**config.mk**
```make
export PLATFORM = sky130hd
export DESIGN_NAME = rss_ctrl
export DESIGN_NICKNAME = d
export VERILOG_FILES = /design/src/rtl/rss_pkg.sv /design/src/rtl/rss_ctrl.sv
export SDC_FILE = /design/constraint.sdc
export NUM_CORES = 1
export LEC_CHECK = 0
export ABC_CLOCK_PERIOD_IN_PS = 2700
export BUFFER_PORTS_ARGS = -buffer_cell sky130_fd_sc_hd__buf_2
export CAP_MARGIN = 0
export CORE_AREA = 2 2 39 41
export DETAILED_ROUTE_END_ITERATION = 6
export DIE_AREA = 0 0 41 43
export PLACE_DENSITY = 0.46
export SETUP_SLACK_MARGIN = 0.3
export SLEW_MARGIN = 15
export SYNTH_ARGS = -nofsm -noshare
export SYNTH_HDL_FRONTEND = slang
export SYNTH_SLANG_ARGS = --single-unit
export TNS_END_PERCENT = 30
```
**constraint.sdc**
```tcl
create_clock -name clk -period 2.7 [get_ports clk]
set_input_delay 0.27 -clock clk [delete_from_list [all_inputs] [get_ports clk]]
set_output_delay 0.27 -clock clk [all_outputs]
set_load 0.03 [all_outputs]
```
**src/rtl/rss_pkg.sv**
```systemverilog
// ----------------------------------------------------------------------------
// rss_pkg
// Shared constants, field layout and controller/datapath interface types for
// the rotated sorted search block.
// ----------------------------------------------------------------------------
package rss_pkg;

  // Entry store depth and derived widths.
  localparam int DEPTH  = 1024;
  localparam int ADDR_W = (DEPTH > 1) ? $clog2(DEPTH) : 1;
  // Signed search bounds must hold -1 up to DEPTH.
  localparam int IDX_W  = ADDR_W + 2;

  localparam int DATA_W = 32;
  localparam int LEN_W  = 11;
  localparam int EIDX_W = 10;

  // Stream payload layout.
  localparam int IN_FIELDS_W  = EIDX_W + DATA_W + DATA_W;
  localparam int IN_TDATA_W   = ((IN_FIELDS_W + 7) / 8) * 8;
  localparam int OUT_TDATA_W  = 8;

  localparam int EIDX_LSB  = 0;
  localparam int EVAL_LSB  = EIDX_LSB + EIDX_W;
  localparam int KEY_LSB   = EVAL_LSB + DATA_W;

  // Operation codes carried on in_tuser.
  localparam logic OP_WRITE  = 1'b0;
  localparam logic OP_SEARCH = 1'b1;

  // Configuration port.
  localparam int          CFG_ADDR_W       = 3;
  localparam int          CFG_DATA_W       = 32;
  localparam logic        REG_ARRAY_LENGTH = 1'b0;

  // Commands from the controller to the datapath.
  typedef struct packed {
    logic wr;       // store the incoming entry
    logic load;     // start a search: set bounds and key
    logic issue;    // read the middle and low entries
    logic read_hi;  // keep the low entry, read the high entry
    logic probe;    // narrow the range after a miss
  } rss_cmd_t;

  // Status from the datapath to the controller.
  typedef struct packed {
    logic empty;    // search range has run out
    logic hit;      // middle entry equals the key
  } rss_sts_t;

endpackage

```
**src/rtl/rss_ctrl.sv**
```systemverilog
// ----------------------------------------------------------------------------
// rss_ctrl
// Controller: accepts beats, sequences the probes of a search and holds the
// result register of the output channel.
// ----------------------------------------------------------------------------
module rss_ctrl import rss_pkg::*; (
  input  logic     clk,
  input  logic     rst_n,
  input  logic     in_tvalid,
  input  logic     in_op,
  output logic     in_tready,
  input  logic     out_tready,
  output logic     out_tvalid,
  output logic     out_found,
  input  rss_sts_t sts,
  output rss_cmd_t cmd
);

  typedef enum logic [2:0] {
    S_IDLE,
    S_ISSUE,
    S_HI,
    S_CMP,
    S_DONE
  } state_t;

  state_t state_r, state_nxt;
  logic   out_valid_r, out_valid_nxt;
  logic   out_found_r, out_found_nxt;
  logic   found_r, found_nxt;
  logic   accept;

  assign in_tready  = state_r == S_IDLE;
  assign accept     = in_tvalid && in_tready;
  assign out_tvalid = out_valid_r;
  assign out_found  = out_found_r;

  always_comb begin
    cmd           = '0;
    state_nxt     = state_r;
    found_nxt     = found_r;
    out_found_nxt = out_found_r;
    out_valid_nxt = out_valid_r && !out_tready;
    case (state_r)
      S_IDLE: begin
        if (accept) begin
          if (in_op == OP_SEARCH) begin
            cmd.load  = 1'b1;
            state_nxt = S_ISSUE;
          end else begin
            cmd.wr = 1'b1;
          end
        end
      end
      S_ISSUE: begin
        if (sts.empty) begin
          found_nxt = 1'b0;
          state_nxt = S_DONE;
        end else begin
          cmd.issue = 1'b1;
          state_nxt = S_HI;
        end
      end
      S_HI: begin
        cmd.read_hi = 1'b1;
        state_nxt   = S_CMP;
      end
      S_CMP: begin
        if (sts.hit) begin
          found_nxt = 1'b1;
          state_nxt = S_DONE;
        end else begin
          cmd.probe = 1'b1;
          state_nxt = S_ISSUE;
        end
      end
      S_DONE: begin
        if (!out_valid_r || out_tready) begin
          out_valid_nxt = 1'b1;
          out_found_nxt = found_r;
          state_nxt     = S_IDLE;
        end
      end
      default: begin
        state_nxt = S_IDLE;
      end
    endcase
  end

  always_ff @(posedge clk) begin
    found_r     <= found_nxt;
    out_found_r <= out_found_nxt;
    if (!rst_n) begin
      state_r     <= S_IDLE;
      out_valid_r <= 1'b0;
    end else begin
      state_r     <= state_nxt;
      out_valid_r <= out_valid_nxt;
    end
  end

  // The compare cycle always follows the high-entry read.
  a_cmp_after_hi: assert property (@(posedge clk) disable iff (!rst_n)
    state_r == S_CMP |-> $past(state_r) == S_HI)
    else $error("compare without a preceding high-entry read");

  // A new result only appears when a search has finished.
  a_result_from_done: assert property (@(posedge clk) disable iff (!rst_n)
    $rose(out_valid_r) |-> $past(state_r) == S_DONE)
    else $error("result raised outside the done state");

  // A finished search waits while the output register is still occupied.
  a_done_waits: assert property (@(posedge clk) disable iff (!rst_n)
    (state_r == S_DONE && out_valid_r && !out_tready) |=> state_r == S_DONE)
    else $error("result register overwritten while stalled");

endmodule

```
== After elaboration in Yosys (flattened, before gate mapping) ==
Cells that the tools add are included.

* Flip-flop bits (word level): 6
* Bits of input ports: 7
* Output and inout bits: 8
* Word-level logic and storage cells: 43

* Eq/ne operators: 9
* Multiplexer cells: 20
* Reduce and logical (&&, ||, !) cells: 10

{| class="wikitable"
|+ Operator list
! cell !! number
|-
| 2-to-1 mux 3 bit || 5
|-
| case mux 3 bit (5 select lines) || 1
|-
| 2-to-1 mux 1 bit || 11
|-
| != test 2 bit (second input constant) || 4
|-
| == test 3 x 2 -> 1 bit (second input constant) || 2
|-
| AND reduction 3 bit || 2
|-
| 2-to-1 mux 2 bit || 2
|-
| == test 3 x 1 -> 1 bit (second input constant) || 1
|-
| == test 3 bit (second input constant) || 1
|-
| logical NOT 3 bit || 1
|-
| logical AND 1 bit || 2
|-
| logical NOT 1 bit || 2
|-
| != test 2 x 1 -> 1 bit (second input constant) || 1
|-
| case mux 1 bit (2 select lines) || 1
|-
| AND reduction 2 bit || 1
|-
| nonzero test 2 bit || 1
|-
| logical OR 1 bit || 1
|}

== Longest topological paths before layout ==
Gate-level depths: netlist of the first run.

* Word-level depth: 4
* Depth in mapped cells: 2

== Worst setup path after synthesis of the first run ==
OpenSTA, ideal clock, no wires.

* Path type: flip-flop to output port
* Start: reg state_r[1]
* End: out cmd[4] (netlist name)
* Data arrival time: 1.277 ns
* Data required time: 2.430 ns
* Setup slack: 1.153 ns
* Cell stages (with the launch flop): 3
* Path buffers: 0
* Cell sequence: dfxtp_1 > nor3_2 > and3b_1

{| class="wikitable"
|+ RTL lines
! element !! RTL line !! text
|-
| from (decl) || rss_ctrl.sv:27 || <nowiki>state_t state_r, state_nxt;</nowiki>
|-
| from (signal assigned) || rss_ctrl.sv:97 || <nowiki>state_r <= state_nxt;</nowiki>
|-
| to (decl) || rss_ctrl.sv:16 || <nowiki>output rss_cmd_t cmd</nowiki>
|}

==> impl_metrics.csv, run 1 <==
group,metric,value,unit
logic_synthesis,synth-seq-area-share,0.450,
grt,grt.overflow.total,0,
timing,period_share,0.546,
logic_synthesis,synthCells,31,
worst_setup_path,reg2reg_slack,1.47,ns
logic_synthesis,synth_top_area_cell,"dfxtp_1",
cts,cts_inserted_buffers,3,
cts,postCtsSetupRepairBufs,0,
power_and_ir_drop,p_total,0.225,mW
worst_setup_path,worstPathArrival,1.20,ns
timing,max_freq,678,MHz
power_and_ir_drop,vdd_drop_max,0.220,mV
logic_synthesis,synth.ff_latch_count,6,
floorplan,core,1380,um2
grt,grt_pass1_vias,214,
drt,drt-wirelength-per-cell,9.59,um
floorplan,die_w,41,um
logic_synthesis,syn_avg_cell_area,10.0,um2
grt,grt_pass1_wl,917,um
worst_setup_path,endpoint_kind,"output pin",
drt,vias,283,
cts,cts.sinks,6,
timing,fin_crit,1.47,ns
cts,cts_resized,0,
worst_hold_path,min_to,"out_tvalid",
logic_synthesis,yosys.area_share.adder,0,
placement,dpl.hpwl,442,um
cts,clock_path_buffers,2,
logic_synthesis,syn_nets,38,
logic_synthesis,synth_area,312,um2
final_layout,layout.nets,57,
logic_synthesis,synth-xor-area-share,0,
floorplan,die_h,43,um
cts,clk_latency,0.24,ns
drt,drc,0,
placement,globalplace.congestion,0.675,
grt,grt-busiest-layer,"met1",
drt,wl,614,um
floorplan,dieArea,1760,um2
logic_synthesis,synth_area_leaders,"dfxtp_1 26%, edfxtp_1 19%, nand2b_1 10%, o32ai_2 5.2%, nand3b_1 4.8%",
grt,met1_usage,0.111,
worst_setup_path,r2r_end,"out_found",
timing,max_slew_margin,0.812,
grt,grt_util_met2,0.0906,
drt,ant_nets,0,
timing,worst_slew_pin_slew,0.274,ns
grt,antenna_found_initial,0,
logic_synthesis,synth.area.mux_share,0.0321,
logic_synthesis,synth-compound-area-share,0.116,
worst_hold_path,hp-start,"rst_n",
floorplan,num_rows,14,
grt,grt_use_met3,0.0785,
worst_hold_path,hold_depth,3,
worst_setup_path,required,2.43,ns
timing,setup_viol,0,
floorplan,start_util,0.225,
final_layout,area_growth_syn_to_layout,36.1,%
drt,via_per_inst,4.42,
floorplan,io_pins,15,
timing,slew_viol_final,0,
cts,cts_tree,"done",
timing,fin_setup_tns,0,ns
worst_setup_path,crit_path_max_fanout,6,
outcome,outcome,"complete, no violations",
worst_setup_path,r2r_cells,2,
job,drv_cap,0,
power_and_ir_drop,p_per_area,530,nW/um2
timing,hold_violations,0,
logic_synthesis,synth_top_family_by_area,"simple AND/OR/NAND/NOR gates",
timing,rsz0062_at_grt,"no",
drt,drtPass1Iterations,4,
logic_synthesis,yosys.area.top_type_share,0.257,
power_and_ir_drop,p_leak,0.182,nW
worst_hold_path,hp-class,"in2reg",
placement,io_buffers,14,
drt,drt-initial-drc-count,4,
logic_synthesis,yosys_warnings,0,
cts,path_clk_slew,0.04,ns
grt,grt_max_degree,9,
cts,cts_htree_levels,1,
final_layout,diodes,0,
worst_setup_path,reg2reg_from,"state_r[1]",
logic_synthesis,synth_cell_types,18,
logic_synthesis,yosys.area_share.simple,0.378,
worst_setup_path,critPathKind,"reg2out",
cts,cts_root_buffer,"clkbuf_4",
worst_setup_path,cp-start-kind,"register",
cts,cts_hold_buf,0,
final_layout,drive_above_1_share,0.438,
grt,grtUsageTotal,0.0847,
timing,fin_skew,0.000118,ns
[cell type report]
| class | instances | area (um2) |
|---|---|---|
| fill | 149 | 960 |
| multi-input combinational | 23 | 164 |
| sequential | 6 | 140 |
| timing repair buffer | 14 | 70.1 |
| clock buffer | 3 | 22.5 |
| tap | 16 | 20.0 |
| inverter | 2 | 7.51 |
[power by group]
group          internal [mW]  switching [mW]  total (mW)
combinational         0.0161          0.0255      0.0416
sequential            0.0968         0.00405       0.101
clock                 0.0503          0.0322      0.0824
total                  0.163          0.0617       0.225
[state kept, by name (all words and copies together) (netlist names)]
| register | count |
|---|---|
| found_r | 1 |
| out_found | 1 |
| out_tvalid | 1 |
| state_r | 3 |
[critical path, stage by stage, from the launching register on]
cell	delay, ns
dfxtp_1	0.40
nand2b_1	0.17
nor3_1	0.17
buf_2	0.22
[synthesized netlist by cell type]
| cell | count |
|---|---|
| edfxtp_1 | 2 |
| or3b_1 | 1 |
| nor3_1 | 1 |
| nor3_2 | 1 |
| and3b_1 | 1 |
| a21oi_2 | 1 |
| o32ai_2 | 1 |
| a21oi_1 | 1 |
| a31oi_1 | 1 |
| inv_1 | 2 |
| dfxtp_1 | 4 |
| nor2_1 | 4 |
| or3b_4 | 1 |
| nand3b_1 | 2 |
| nor2b_1 | 1 |
| mux2i_1 | 1 |
| and3_1 | 1 |
| nand2b_1 | 5 |
[cells by family (layout without fill, tap and decap cells)]
kind of cell           count (synthesis)  after routing
AO/OA/AOI/OAI                          4              4
buffers and inverters                  2             19
AND/OR/NAND/NOR                       18             18
multiplexers                           1              1
flip-flops                             6              6
[per-layer routing]
| layer | wire length (um) | up-vias | part of all wire |
|---|---|---|---|
| met5 | 0 | - | 0 |
| met4 | 0 | 0 | 0 |
| met3 | 47 | 0 | 0.077 |
| met2 | 265 | 12 | 0.43 |
| met1 | 300 | 125 | 0.49 |
| li1 | - | 146 | - |
[metrics by stage]
stage	area (um2)	std cells	hold WS, ns	setup slack (ns)	utilization
finish	424	64	0.321	1.23	0.307
floorplan	312	31	0.400	1.15	-
CTS	424	64	0.313	1.19	0.307
global route	424	64	0.313	1.08	0.307
global placement	402	61	0.408	1.46	0.290
detailed placement	402	61	0.412	1.47	0.290
[cells in the final DEF (no fill, tap or decap)]
cell type	count
nor3_1	1
nor3_2	1
and3_1	1
nand3b_1	2
clkbuf_4	3
nor2b_1	1
a31oi_1	1
or3b_4	1
nand2b_1	5
mux2i_1	1
dfxtp_1	4
a21oi_1	1
nor2_1	4
inv_1	2
edfxtp_1	2
and3b_1	1
a21oi_2	1
or3b_1	1
buf_2	14
o32ai_2	1
[worst max path at each step]
stage	from	to	slack (ns)	cells after the start
after global routing	state_r[1]	cmd[3]	1.08	3
after global placement	state_r[1]	out_found	1.46	2
after detailed placement	state_r[1]	out_found	1.47	2
after floorplan	state_r[1]	cmd[4]	1.15	2
after CTS	state_r[0]	cmd[2]	1.19	3
final	state_r[0]	cmd[2]	1.23	3
Power figures use the tool's default switching activity.
==> run 2, diff against run 1 <==
--- a/config.mk
+++ b/config.mk
@@ -5,7 +5,7 @@
 export SDC_FILE = /design/constraint.sdc
 export NUM_CORES = 1
 export LEC_CHECK = 0
-export ABC_CLOCK_PERIOD_IN_PS = 2700
+export ABC_CLOCK_PERIOD_IN_PS = 1380
 export BUFFER_PORTS_ARGS = -buffer_cell sky130_fd_sc_hd__buf_2
 export CAP_MARGIN = 0
 export CORE_AREA = 2 2 39 41
==> constraint.sdc (replaced) <==
create_clock -name clk -period 1.38 [get_ports clk]
set_input_delay 0.138 -clock clk [delete_from_list [all_inputs] [get_ports clk]]
set_output_delay 0.138 -clock clk [all_outputs]
set_load 0.03 [all_outputs]
==> run 2 against run 1 <==
Register-to-register slack got worse by 1.3 ns; cell area rose by 12%; via count rose by 1.1%; critical path depth did not move.
==> impl_metrics.csv, run 2 (synthesized netlist as in run 1, its figures left out) <==
group,metric,value,unit
placement,post-place-cells,61,
grt,grt.overflow.total,0,
drt,drt-wirelength-per-cell,10.3,um
floorplan,core,1380,um2
placement,dpl.hpwl,485,um
timing,slew_viol_final,0,
drt,drt-initial-drc-count,9,
cts,cts_hold_buf,0,
final_layout,largest_reg_flops,3,
placement,pre_cts_slack,0.180,ns
drt,drc,0,
cts,clock_path_buffers,2,
worst_setup_path,path_cells,"nor3_4, and3b_2, buf_6",
cts,path_clk_slew,0.05,ns
outcome,outcome,"complete, no violations",
worst_setup_path,crit_family,"simple AND/OR/NAND/NOR gates",
grt,grtUsageTotal,0.0944,
drt,wl,677,um
worst_setup_path,crit_path_max_fanout,5,
cts,cts_inserted_buffers,3,
timing,period_share,0.928,
floorplan,start_util,0.225,
grt,grt_pass1_wl,1080,um
drt,via_per_inst,4.33,
worst_setup_path,crit_buf_inv,1,
final_layout,layout_commonest_cell,"buf_2",
floorplan,die_w,41,um
placement,io_buffers,14,
grt,antenna_found_initial,0,
placement,globalplace.congestion,0.687,
floorplan,die_h,43,um
grt,grt_max_degree,7,
floorplan,io_pins,15,
timing,fin_ws,0.0997,ns
timing,setup_viol,0,
worst_setup_path,critPathKind,"reg2out",
timing,fin_setup_tns,0,ns
cts,cts_root_buffer,"clkbuf_4",
timing,max_freq,781,MHz
timing,worst_slew_pin_slew,0.254,ns
power_and_ir_drop,p_leak,0.198,nW
final_layout,diodes,0,
grt,grt_pass1_vias,270,
final_layout,area_growth_syn_to_layout,51.8,%
floorplan,num_rows,14,
cts,clk_latency,0.25,ns
cts,cts_htree_levels,1,
worst_setup_path,crit_slowest_cell,"dfxtp_4",
job,drv_cap,0,
timing,rsz0062_at_grt,"yes",
drt,ant_nets,0,
power_and_ir_drop,p_per_area,1010,nW/um2
cts,cts.sinks,6,
placement,placed_area,419,um2
final_layout,layout.nets,58,
worst_setup_path,worstPathArrival,1.14,ns
timing,max_slew_margin,0.826,
worst_setup_path,reg2reg_slack,0.19,ns
timing,fin_crit,1.28,ns
worst_setup_path,endpoint_kind,"output pin",
drt,drtPass1Iterations,4,
timing,hold_violations,0,
worst_setup_path,cp-start-kind,"register",
final_layout,final_cell_mix,"11 x buf_2, 4 x nand2b_1, 4 x nor2_1, 3 x clkbuf_4",
timing,fin_skew,0.00487,ns
final_layout,drive_above_1_share,0.580,
drt,vias,286,
power_and_ir_drop,p_total,0.476,mW
worst_hold_path,hp-class,"in2reg",
final_layout,final_cells,66,
floorplan,dieArea,1760,um2
worst_setup_path,cp_slowest_stage_delay,0.36,ns
worst_setup_path,required,1.24,ns
power_and_ir_drop,vdd_drop_max,0.544,mV
cts,cts_tree,"done",
final_layout,fin_area,473,um2
final_layout,regMostFlops,"state_r",
[run 2: cell count changes in the layout (fill, tap and decap cells not counted), sizes merged]
cell,before,now
buf,14,15
clkbuf,3,4
[run 2: timing repair]
item	in CTS	in global routing
resized for setup	7	0
pin swaps	2	0
endpoints found under the setup margin	7	9
buffers inserted	1	0
[run 2: cell type report]
class	count	area [um2]
fill	151	911
timing repair buffer	15	92.6
sequential	6	146
inverter	2	7.51
multi-input combinational	23	180
clock buffer	4	26.3
tap	16	20.0
[run 2: layer usage]
| metal | vias up | GRT usage | wire length [um] |
|---|---|---|---|
| met5 | - | 0 | 0 |
| met4 | 0 | 0.0600 | 0 |
| met3 | 0 | 0.0471 | 50 |
| met2 | 12 | 0.122 | 302 |
| met1 | 127 | 0.119 | 324 |
| li1 | 147 | - | - |
[run 2: path summary, 6_finish.rpt]
kind,startpoint,end,depth (start not counted)
max reg2reg,state_r[2],out_found,2
min,rst_n,out_tvalid,3
max,state_r[1],cmd[4],3
min reg2reg,found_r,out_found,0
[run 2: tightest hold or removal path: stages]
cell and delay (ns):
buf_2 0.12, inv_1 0.09, a21oi_2 0.03
[run 2: per-stage QoR]
step | utilization | hold WS (ns)
after floorplan | - | 0.284
after global placement | 0.303 | 0.431
after detailed placement | 0.303 | 0.428
after CTS | 0.342 | 0.164
after global routing | 0.342 | 0.184
final | 0.342 | 0.171
[run 2: report_power, final]
| part | leakage, nW | total [mW] | internal, mW | switching [mW] |
|---|---|---|---|---|
| clock network | 0.0150 | 0.182 | 0.110 | 0.0716 |
| registers | 0.0524 | 0.198 | 0.189 | 0.00897 |
| logic | 0.130 | 0.0968 | 0.0424 | 0.0544 |
| total | 0.198 | 0.476 | 0.341 | 0.135 |
==> run 3, diff against run 2 <==
--- a/config.mk
+++ b/config.mk
@@ -5,7 +5,7 @@
 export SDC_FILE = /design/constraint.sdc
 export NUM_CORES = 1
 export LEC_CHECK = 0
-export ABC_CLOCK_PERIOD_IN_PS = 1380
+export ABC_CLOCK_PERIOD_IN_PS = 1700
 export BUFFER_PORTS_ARGS = -buffer_cell sky130_fd_sc_hd__buf_2
 export CAP_MARGIN = 0
 export CORE_AREA = 2 2 39 41
==> constraint.sdc (replaced) <==
create_clock -name clk -period 1.7 [get_ports clk]
set_input_delay 0.17 -clock clk [delete_from_list [all_inputs] [get_ports clk]]
set_output_delay 0.17 -clock clk [all_outputs]
set_load 0.03 [all_outputs]
==> run 3 against run 2 <==
Sequential power fell by 18%; die area unchanged; global-route usage rose by 0.13 points; flip-flop and latch count stayed put; final cell count shrank 1.5%; via count up 0.70%; hold slack better by 0.028 ns; utilization down 2.6 points; cell area down 7.7%; combinational power is 29% lower; wire length fell by 5.9%; clock-buffer cell count unchanged; highest routed layer unchanged.
==> impl_metrics.csv, run 3 (synthesized netlist as in run 1, its figures left out) <==
group,metric,value,unit
outcome,outcome,"complete, no violations",
power_and_ir_drop,p_comb_frac,0.181,
final_layout,fillers,151,
drt,drt-wirelength-per-cell,9.80,um
timing,period_share,0.804,
timing,max_slew_margin,0.826,
drt,drt-initial-drc-count,2,
final_layout,fin_area,437,um2
drt,via_per_inst,4.43,
drt,wl_met2,308,um
timing,max_freq,732,MHz
drt,highest_layer,"met3",
final_layout,final_cell_mix,"14 x buf_2, 5 x nand2b_1, 4 x nor2_1, 3 x clkbuf_4",
worst_setup_path,endpoint_kind,"output pin",
power_and_ir_drop,power_frac_seq,0.430,
placement,pre_cts_slack,0.405,ns
cts,cts_tree,"done",
power_and_ir_drop,p_total,0.377,mW
worst_setup_path,r2r_cells,2,
grt,grtUsageTotal,0.0957,
final_layout,regMostFlops,"state_r",
power_and_ir_drop,vdd_drop_max,0.311,mV
power_and_ir_drop,p_switching,0.106,mW
job,drv_cap,0,
cts,clk_latency,0.25,ns
worst_hold_path,hp-start,"rst_n",
final_layout,final_cells,65,
power_and_ir_drop,power.internal,0.271,mW
floorplan,io_pins,15,
grt,antenna_found_initial,0,
power_and_ir_drop,swShare,0.281,
timing,setup_viol,0,
floorplan,start_util,0.225,
timing,fin_ws,0.334,ns
power_and_ir_drop,p_per_area,862,nW/um2
timing,slew_viol_final,0,
floorplan,num_rows,14,
worst_setup_path,reg2reg_from,"state_r[2]",
final_layout,area_growth_syn_to_layout,40.2,%
final_layout,layout.nets,57,
power_and_ir_drop,p_leak,0.188,nW
timing,hold_violations,0,
timing,fin_setup_tns,0,ns
timing,worst_slew_pin_slew,0.254,ns
final_layout,largest_reg_flops,3,
worst_setup_path,crit_path_max_fanout,5,
grt,grt.overflow.total,0,
grt,grt_pass1_wl,1040,um
grt,grt_pass1_vias,261,
cts,path_clk_slew,0.05,ns
final_layout,diodes,0,
floorplan,dieArea,1760,um2
worst_setup_path,reg2reg_slack,0.44,ns
grt,grt_max_degree,9,
drt,wl,637,um
timing,fin_crit,1.37,ns
cts,cts_root_buffer,"clkbuf_4",
cts,cts_htree_levels,1,
placement,globalplace.congestion,0.687,
timing,rsz0062_at_grt,"yes",
final_layout,fin_util,0.316,
timing,fin_skew,0.00911,ns
floorplan,die_h,43,um
cts,cts_inserted_buffers,3,
floorplan,core,1380,um2
floorplan,die_w,41,um
drt,routed-wl-met3,70,um
worst_setup_path,critPathKind,"reg2out",
drt,drtPass1Iterations,2,
power_and_ir_drop,power.share.clock,0.388,
drt,ant_nets,0,
placement,dpl.hpwl,514,um
worst_hold_path,min_to,"out_tvalid",
placement,io_buffers,14,
placement,placed_area,408,um2
worst_setup_path,required,1.53,ns
cts,cts.sinks,6,
final_layout,layout_commonest_cell,"buf_2",
worst_setup_path,worstPathArrival,1.20,ns
final_layout,drive_above_1_share,0.469,
worst_hold_path,hp-class,"in2reg",
drt,drc,0,
drt,route.layer.met1.wl,258,um
placement,post-place-cells,61,
cts,clock_path_buffers,2,
timing,whs,0.199,ns
worst_setup_path,cp-start-kind,"register",
worst_setup_path,r2r_end,"out_found",
drt,vias,288,
worst_hold_path,hold_depth,3,
[run 3: cell count changes in the layout (fill, tap and decap cells not counted), sizes merged]
cell / before / now
buf: 15 / 14
[run 3: what timing repair did]
action | 4_1_cts | 5_1_grt
hold buffers | 0 | 0
resized for setup | 1 | 1
buffers inserted | 0 | 0
setup endpoints to repair | 1 | 5
[run 3: how the worst max path moves through the flow]
| stage | endpoint | slack (ns) | startpoint | depth (start not counted) |
|---|---|---|---|---|
| 6_report | cmd[2] | 0.33 | state_r[2] | 3 |
| 5_1_grt | cmd[2] | 0.22 | state_r[2] | 3 |
| 4_1_cts | cmd[3] | 0.31 | state_r[1] | 3 |
| 3_5_place_dp | out_found | 0.40 | state_r[2] | 2 |
| 3_3_place_gp | out_found | 0.46 | state_r[2] | 2 |
| 2_1_floorplan | cmd[2] | 0.32 | state_r[0] | 2 |
[run 3: power groups by stage]
stage | Combinational (mW) | Sequential, mW | Clock (mW)
floorplan | 0.0455 | 0.164 | 0
global placement | 0.0691 | 0.164 | 0
detailed placement | 0.0686 | 0.164 | 0
CTS | 0.0692 | 0.161 | 0.156
global route | 0.0739 | 0.163 | 0.168
finish | 0.0683 | 0.162 | 0.146
[run 3: critical path, stage by stage (launching register included)]
cell,delay [ns]
dfxtp_1,0.34
nand2b_1,0.23
nor3_1,0.16
buf_2,0.22
[run 3: routing by layer]
layer | global-route usage | vias up
li1 | - | 145
met1 | 0.0909 | 130
met2 | 0.131 | 13
met3 | 0.0995 | 0
met4 | 0.0400 | 0
met5 | 0 | -
[run 3: area by class of cell]
cell class / instances / area, um2 / share of cell area
multi-input cells: 23 / 170 / 0.390
flip-flops and latches: 6 / 143 / 0.327
repair buffers: 14 / 70.1 / 0.160
clock buffers: 4 / 26.3 / 0.0602
well taps: 16 / 20.0 / 0.0458
inverters: 2 / 7.51 / 0.0172
